===== src/rtl/core/cbpe_pkg.sv =====
// Shared definitions for the cubic Bezier point evaluator.
// Field widths, fixed-point formats, register indices and reset values.
// No dependencies.
`default_nettype none

package cbpe_pkg;

  // Request and result field widths
  localparam int IDX_W   = 10;
  localparam int CNT_W   = 11;
  localparam int COORD_W = 16;
  localparam int IN_W    = 24;   // idx + cnt, padded to whole bytes
  localparam int OUT_W   = 32;

  // Curve parameter t, unsigned Q1.16
  localparam int T_W = 17;
  localparam logic [T_W-1:0] T_ONE = 17'h10000;

  // Products of two t-sized values, and the Q.48 Bernstein weights
  localparam int SQ_W  = 2 * T_W - 1;
  localparam int WGT_W = 3 * T_W - 2;
  localparam int FRAC  = 3 * (T_W - 1);
  // Weights are split for the coordinate multiply
  localparam int WLO_W = 25;

  localparam int NUM_PTS = 4;
  localparam int CFG_IDX_W = 3;

  localparam int MAX_SAMPLES_DEF = 1024;

  typedef logic signed [COORD_W-1:0] coord_t;
  typedef logic [T_W-1:0]            tval_t;
  typedef logic [SQ_W-1:0]           sq_t;
  typedef logic [WGT_W-1:0]          wgt_t;

  typedef enum logic [CFG_IDX_W-1:0] {
    REG_P0_X = 3'd0,
    REG_P0_Y = 3'd1,
    REG_P1_X = 3'd2,
    REG_P1_Y = 3'd3,
    REG_P2_X = 3'd4,
    REG_P2_Y = 3'd5,
    REG_P3_X = 3'd6,
    REG_P3_Y = 3'd7
  } reg_idx_t;

  // Control point values after reset
  localparam coord_t PX_RST [NUM_PTS] = '{16'shC000, 16'shE000, 16'sh2000, 16'sh4000};
  localparam coord_t PY_RST [NUM_PTS] = '{16'sh0000, 16'shE000, 16'sh2000, 16'sh0000};

endpackage

`default_nettype wire


===== src/rtl/core/cbpe_div_cell.sv =====
// One restoring-division cell: produces one quotient bit per request and
// hands the partial remainder on to the next cell. Depends on cbpe_pkg.
`default_nettype none

module cbpe_div_cell
  import cbpe_pkg::*;
#(
  parameter int DW = 10
)
(
  input  wire            clk,
  input  wire            rst,
  input  wire            valid_in,
  output logic           ready_out,
  input  wire [DW-1:0]   rem_in,
  input  wire            bit_in,
  input  wire [DW-1:0]   dvs_in,
  input  wire tval_t     quo_in,
  output logic           valid_out,
  input  wire            ready_in,
  output logic [DW-1:0]  rem_out,
  output logic [DW-1:0]  dvs_out,
  output tval_t          quo_out
);

  logic [DW:0] trial;
  logic [DW:0] diff;
  logic        fits;

  // Shift in the next dividend bit and try the subtraction
  always_comb begin
    trial = {rem_in, bit_in};
    diff  = trial - {1'b0, dvs_in};
    fits  = (trial >= {1'b0, dvs_in});
  end

  // Stage moves when empty or when the next cell takes its request
  assign ready_out = ~valid_out | ready_in;

  always_ff @(posedge clk) begin
    if (rst) begin
      valid_out <= 1'b0;
    end else if (ready_out) begin
      valid_out <= valid_in;
    end
  end

  // Remainder stays below the divisor, so DW bits hold it
  always_ff @(posedge clk) begin
    if (ready_out) begin
      rem_out <= fits ? diff[DW-1:0] : trial[DW-1:0];
      dvs_out <= dvs_in;
      quo_out <= {quo_in[T_W-2:0], fits};
    end
  end

endmodule

`default_nettype wire


===== src/rtl/core/cbpe_div.sv =====
// Curve parameter unit: clamps index and count, then forms
// t = index * 2^16 / (count - 1) through a row of cbpe_div_cell.
// Depends on cbpe_pkg and cbpe_div_cell.
`default_nettype none

module cbpe_div
  import cbpe_pkg::*;
#(
  parameter int MAX_SAMPLES = MAX_SAMPLES_DEF
)
(
  input  wire              clk,
  input  wire              rst,
  input  wire              in_valid,
  output logic             in_ready,
  input  wire [IDX_W-1:0]  sample_index,
  input  wire [CNT_W-1:0]  sample_count,
  output logic             out_valid,
  input  wire              out_ready,
  output tval_t            t_out
);

  // Largest count that can matter, and the divisor width it needs
  localparam int CW  = CNT_W + 1;
  localparam int CAP = (MAX_SAMPLES < (1 << CNT_W)) ? MAX_SAMPLES : (1 << CNT_W);
  localparam int DW  = $clog2(CAP);
  localparam logic [CW-1:0] CNT_LIMIT = CW'(CAP);

  logic [CW-1:0] cnt_cl;
  logic [CW-1:0] dvs_ext;
  logic [CW-1:0] idx_cl;

  logic          p_valid;
  logic [DW-1:0] p_rem;
  logic          p_lsb;
  logic [DW-1:0] p_dvs;

  logic          vld_w [T_W+1];
  logic          rdy_w [T_W+1];
  logic [DW-1:0] rem_w [T_W+1];
  logic [DW-1:0] dvs_w [T_W+1];
  tval_t         quo_w [T_W+1];

  // Clamp count to the limit and index to the last sample.
  // Fewer than two samples: divide zero by one, giving t = 0.
  always_comb begin
    cnt_cl  = (CW'(sample_count) > CNT_LIMIT) ? CNT_LIMIT : CW'(sample_count);
    dvs_ext = cnt_cl - CW'(1);
    idx_cl  = (CW'(sample_index) > dvs_ext) ? dvs_ext : CW'(sample_index);
    if (cnt_cl < CW'(2)) begin
      idx_cl  = '0;
      dvs_ext = CW'(1);
    end
  end

  assign in_ready = ~p_valid | rdy_w[0];

  always_ff @(posedge clk) begin
    if (rst) begin
      p_valid <= 1'b0;
    end else if (in_ready) begin
      p_valid <= in_valid;
    end
  end

  // Preload index/2 so the first cell's shift brings back the full index
  always_ff @(posedge clk) begin
    if (in_ready) begin
      p_rem <= idx_cl[DW:1];
      p_lsb <= idx_cl[0];
      p_dvs <= dvs_ext[DW-1:0];
    end
  end

  assign vld_w[0] = p_valid;
  assign rem_w[0] = p_rem;
  assign dvs_w[0] = p_dvs;
  assign quo_w[0] = '0;

  // One cell per quotient bit, most significant first
  for (genvar k = 0; k < T_W; k++) begin : g_cell
    cbpe_div_cell #(
      .DW (DW)
    ) u_cell (
      .clk       (clk),
      .rst       (rst),
      .valid_in  (vld_w[k]),
      .ready_out (rdy_w[k]),
      .rem_in    (rem_w[k]),
      .bit_in    ((k == 0) ? p_lsb : 1'b0),
      .dvs_in    (dvs_w[k]),
      .quo_in    (quo_w[k]),
      .valid_out (vld_w[k+1]),
      .ready_in  (rdy_w[k+1]),
      .rem_out   (rem_w[k+1]),
      .dvs_out   (dvs_w[k+1]),
      .quo_out   (quo_w[k+1])
    );
  end

  assign rdy_w[T_W] = out_ready;
  assign out_valid  = vld_w[T_W];
  assign t_out      = quo_w[T_W];

endmodule

`default_nettype wire


===== config.mk =====
export PLATFORM = sky130hd
export DESIGN_NAME = cbpe_div
export DESIGN_NICKNAME = d
export VERILOG_FILES = /design/src/rtl/core/cbpe_pkg.sv /design/src/rtl/core/cbpe_div_cell.sv /design/src/rtl/core/cbpe_div.sv
export SDC_FILE = /design/constraint.sdc
export NUM_CORES = 1
export LEC_CHECK = 0
export CORE_ASPECT_RATIO = 1.25
export CORE_UTILIZATION = 45
export CTS_CLUSTER_SIZE = 8
export DETAILED_ROUTE_END_ITERATION = 8
export DONT_BUFFER_PORTS = 1
export MAX_ROUTING_LAYER = met4
export SLEW_MARGIN = 25
export SYNTH_ARGS = -nofsm -noshare
export SYNTH_HDL_FRONTEND = slang
export SYNTH_SLANG_ARGS = --single-unit

===== constraint.sdc =====
create_clock -name clk -period 8.8 [get_ports clk]
set_input_delay 0 -clock clk [delete_from_list [all_inputs] [get_ports clk]]
set_output_delay 0 -clock clk [all_outputs]
set_load 0.02 [all_outputs]

== After elaboration in Yosys (flattened, before gate mapping) ==
Index checks and enable logic that the tools add are counted.
Operators by class
  $add $sub $neg: 17
  magnitude comparators: 20
  muxes and demuxes: 18
  bitwise logic cells: 37
  reductions and logical operators: 1
Operators by type and width (count)
  $ge 11x10->1: 17
  $mux 10: 17
  $sub 10x10->10: 16
  $not 1->1: 19
  $or 1x1->1: 18
  $gt 10x12->1: 1
  $sub 11x1->12 const B: 1
  $gt 11x11->1 const B: 1
  $lt 11x2->1 const B: 1
  $mux 11: 1
  $reduce_or 2->1: 1
Storage, ports and cells
  flip-flop bits (word level): 512
  logic and storage cells: 179

== Longest topological paths before layout ==
  depth in word-level cells: 19
  depth in mapped cells: 15

== Modules after synthesis ==
From an unflattened synthesis, not the netlist that was laid out.
Second synthesis, totals
  cells, all modules: 2177
  area, all modules: 31799.2 um^2
By module, submodules not included
  cbpe_div_cell (g_cell[11].u_cell ...): instances 11, cells an instance 116, area an instance 1769.2 um^2, seq. area each 1131.1 um^2
  cbpe_div_cell (g_cell[0].u_cell ...): instances 5, cells an instance 130, area an instance 1819.2 um^2, seq. area each 1131.1 um^2
  cbpe_div_cell (g_cell[1].u_cell): instances 1, cells an instance 117, area an instance 1767.9 um^2, seq. area each 1131.1 um^2
  cbpe_div: instances 1, cells an instance 134, area an instance 1473.9 um^2, seq. area each 650.6 um^2

== Worst setup path before layout ==
No wires, ideal clock.
  path type: register -> register
  from: register g_cell[16].u_cell.valid_out
  to: register g_cell[6].u_cell.dvs_out[0], enable pin
  setup time: 319 ps
  arrival time: 3999 ps
  required time: 8481 ps
  slack: 4482 ps
  stages on the path, launching flop included: 9
  clock period less this slack: 4318 ps
  path through: dfxtp_1 > nand2b_4 > nor2_2 > inv_1 > nor2_1 > nand3_1 > nor2_1 > inv_1 > or2_2
On the way
  word-level cells in the longest chain between the ends: 12
RTL lines
  start, declared: line cbpe_div_cell.sv:19  | output logic valid_out,
  start signal, assigned: line cbpe_div_cell.sv:44  | valid_out <= valid_in;
  $not 1->1: line cbpe_div_cell.sv:38  | assign ready_out = ~valid_out | ready_in;
  $or 1x1->1: line cbpe_div_cell.sv:38
  named net g_cell[15].u_cell.ready_in: line cbpe_div_cell.sv:20  | input wire ready_in,
  $or 1x1->1: line cbpe_div_cell.sv:38
  named net g_cell[14].u_cell.ready_in: line cbpe_div_cell.sv:20
  $or 1x1->1 (5 in series): line cbpe_div_cell.sv:38
  named net g_cell[10].u_cell.ready_out: line cbpe_div_cell.sv:14  | output logic ready_out,
  $or 1x1->1: line cbpe_div_cell.sv:38
  named net g_cell[8].u_cell.ready_in: line cbpe_div_cell.sv:20
  $or 1x1->1 (3 in series): line cbpe_div_cell.sv:38
  named net g_cell[5].u_cell.ready_in: line cbpe_div_cell.sv:20
  end signal, assigned: line cbpe_div_cell.sv:52  | dvs_out <= dvs_in;
  end, declared: line cbpe_div_cell.sv:22  | output logic [DW-1:0] dvs_out,
The timed path passes the listed nets, and every way through them passes these cells.
A chain may end at the register's enable or synchronous reset.

== Final worst setup path ==
  from: input sample_count[10]
  to: register p_rem[6] (data pin)
On the way
  word-level cells in the longest chain between the ends: 5
RTL lines
  start, declared: line cbpe_div.sv:17  | input wire [CNT_W-1:0] sample_count,
  $gt 11x11->1: line cbpe_div.sv:47  | cnt_cl = (CW'(sample_count) > CNT_LIMIT) ? CNT_LIMIT : CW'(sample_count);
  $mux 11 *: line cbpe_div.sv:47
  $sub 11x1->12: line cbpe_div.sv:48  | dvs_ext = cnt_cl - CW'(1);
  $gt 10x12->1: line cbpe_div.sv:49  | idx_cl = (CW'(sample_index) > dvs_ext) ? dvs_ext : CW'(sample_index);
  $mux 10: line cbpe_div.sv:49
  end signal, assigned: line cbpe_div.sv:69  | p_rem <= idx_cl[DW:1];
  end, declared: line cbpe_div.sv:34  | logic [DW-1:0] p_rem;
Every way passes the cells marked *; elsewhere a longest branch is shown, timed or not.

==> out/qor.yml <==
status: "completed"
holdCritPathClass: "input pin to flop"
grt_max_degree: 38
yosysTopAreaCellShare_pct: 57.6
endpoint_kind: "flop"
total_power_uw: 10500
vias: 15327
antenna_violating_nets_post_route: 0
core_um2: 56300
fin_tns_setup_ns: 0
die_w_um: 216
tightest_slew_ns: 1.01
chipHeight_um: 269
drt_iter0_drc: 819
maxCapViolCount: 0
rr_worst_depth: 10
fin_ws_ns: 3.91
clk_pin_slew_ns: 0.04
dpl.hpwl_um: 37000
dr.pass1.iters: 5
fin_crit_ns: 4.89
critical_path_arrival_ns: 5.22
cts_resized: 0
rows: 97
wl_per_cell_um: 17.2
ys_warn_count: 0
final_nets: 2338
finClkSkew_ns: 0.0235
whs_endpoint: "p_dvs[9]"
cp-startpoint: "sample_count[10]"
io_buffers: 0
fin_worst_hold_slack_ns: 0.0736
final_cell_mix: "edfxtp_1 (494), inv_1 (238), ha_1 (180)"
drt_wl_total_um: 49900
post-synth-top-area-cell: "edfxtp_1"
hold_depth: 4
layout_commonest_cell: "edfxtp_1"
synth_area_leaders: "edfxtp_1 (58%), ha_1 (8.7%), mux2_2 (4.7%)"
area_growth_pct: 14.1
drc: 0
syn-num-nets: 2214
power_density_nw_per_um2: 358
r2r_end: "g_cell[6].u_cell.dvs_out[0]"
cts_root_buffer: "clkbuf_16"
cts_inserted_buffers: 74
io_pins: 44
vias_per_cell: 5.28
slew_violations: 0
final_layout_size_suffix_gt1_share_pct: 11.4
start_util_pct: 45.7
finalSetupViolations: 0
critPathKind: "input pin to flop"
max-clock-path-buffers: 3
die-area_um2: 58200
antenna_found_initial: 0
h-tree-depth: 3
critical_path.max_fanout: 20
worstSetupStartpointType: "input pin"
post_cts_buffers: 0
synthArstFlopShare_pct: 0
synth_seq_cells: 512
r2r-start: "g_cell[16].u_cell.valid_out"
gp_congestion: 0.875
ys.flop_type: "edfxtp_1"
synth_cell_types: 60
fmaxAchievable_mhz: 204
avgSynthCellArea_um2: 12.9
maxSlewHeadroom_pct: 32.7
grt_pass1_vias: 16009
clk_latency_ns: 0.59
pre_cts_slack_ns: 5.07
cts.sinks: 512
grt_overflow: 0
hold_start: "sample_count[7]"
leakage_uw: 0.0118
min_period_over_period_pct: 55.6
grt_pass1_wl_um: 80700
worst_ep_required_time_ns: 9.13
grt_usage_pct: 18.0
synthCells: 1993
num_antenna_cells: 0
r2r_slack_ns: 5.16
yosysSeqAreaShare_pct: 59.0
cts_tree: "built"
hold_viol_final: 0
hold_buffers: 50
rsz0062_at_grt: "no"
synth_edf_count: 494
synth_area_um2: 25700
max-vdd-ir-drop_mv: 0.178
## worst max-delay path: stages
cell	delay, ns
dlygate4sd3_1	0.73
inv_1	0.22
nand2_1	0.18
ha_1	0.31
nand2_1	0.07
mux2_2	0.26
dlygate4sd3_1	0.56
o22ai_1	0.30
ha_1	0.31
nand4_1	0.12
nor3_1	0.06
a311oi_1	0.42
o31ai_4	0.29
nand3_1	0.15
dlygate4sd3_1	0.56
o31ai_1	0.08
dlygate4sd3_1	0.59
## cell families after synthesis
logic type                 count (synthesis)  synth area share (%)
DFF                                      512                  59.0
buffers and inverters                    249                  3.65
and+or+nand+nor                          473                  9.15
muxes                                    125                  5.39
xor gates and xnor gates                 103                  3.50
other                                      1                0.0146
AOI/OAI and AO/OA                        334                  9.28
adders and majority gates                196                  9.99
## where the power goes
part / internal [uW] / switching [uW]
clock: 1610 / 994
sequential: 3800 / 449
combinational: 1770 / 1890
total: 7180 / 3330
## worst max path at each step
stage | endpoint | slack, ns | cells past startpoint
after global placement | g_cell[6].u_cell.dvs_out[6] | 4.78 | 10
after CTS | p_rem[5] | 4.05 | 17
after global routing | p_rem[6] | 3.64 | 16
after floorplan | g_cell[6].u_cell.dvs_out[0] | 4.48 | 8
after detailed placement | g_cell[6].u_cell.dvs_out[7] | 5.07 | 10
final | p_rem[6] | 3.91 | 17
## per-stage QoR
step	utilization (%)	area [um^2]	instances
floorplan	-	25700	1993
global placement	47.4	26700	2733
detailed placement	47.4	26700	2733
CTS	52.1	29400	2905
global route	52.2	29400	2905
finish	52.2	29400	2905
## routing by layer
metal	track usage (%)	wire length, um	vias up
met5	-	0	-
met1	18.7	19200	7429
met2	33.5	27400	222
li1	-	-	7575
met4	7.91	1740	0
met3	2.62	1540	101
## area by class of cell
class	instances	area, um^2
Sequential cell	512	15200
Clock buffer	117	2080
Inverter	239	897
Tap cell	742	928
Clock inverter	5	71.3
Timing Repair Buffer	58	561
Multi-Input combinational cell	1232	9640
Fill cell	4790	26900
## state kept, by name, summed over array words and instances (netlist names)
register                 flops
g_cell.u_cell.dvs_out      160
g_cell.u_cell.quo_out      153
g_cell.u_cell.rem_out      160
g_cell.u_cell.valid_out     17
p_dvs                       10
p_lsb                        1
p_rem                       10
p_valid                      1
## cells in the mapped netlist, types with 9 or more instances
cell	instances
edfxtp_1	494
inv_1	239
ha_1	180
nor2_1	157
mux2_2	107
o21ai_0	98
a21oi_1	74
nand2_1	68
xnor2_1	61
nor3_1	45
xor2_1	42
nand4_1	38
nand2b_1	37
nor2b_1	36
nand3_1	28
a211oi_1	22
o21a_1	19
a21o_1	18
dfxtp_1	18
mux2i_1	17
fa_1	16
a221oi_1	15
a31oi_1	14
or2_2	14
and2_1	13
o311ai_0	13
nand3b_1	11
o31ai_1	11
a221oi_4	9
o2111ai_2	9
or2_1	9
Power figures use the tool's default switching activity.
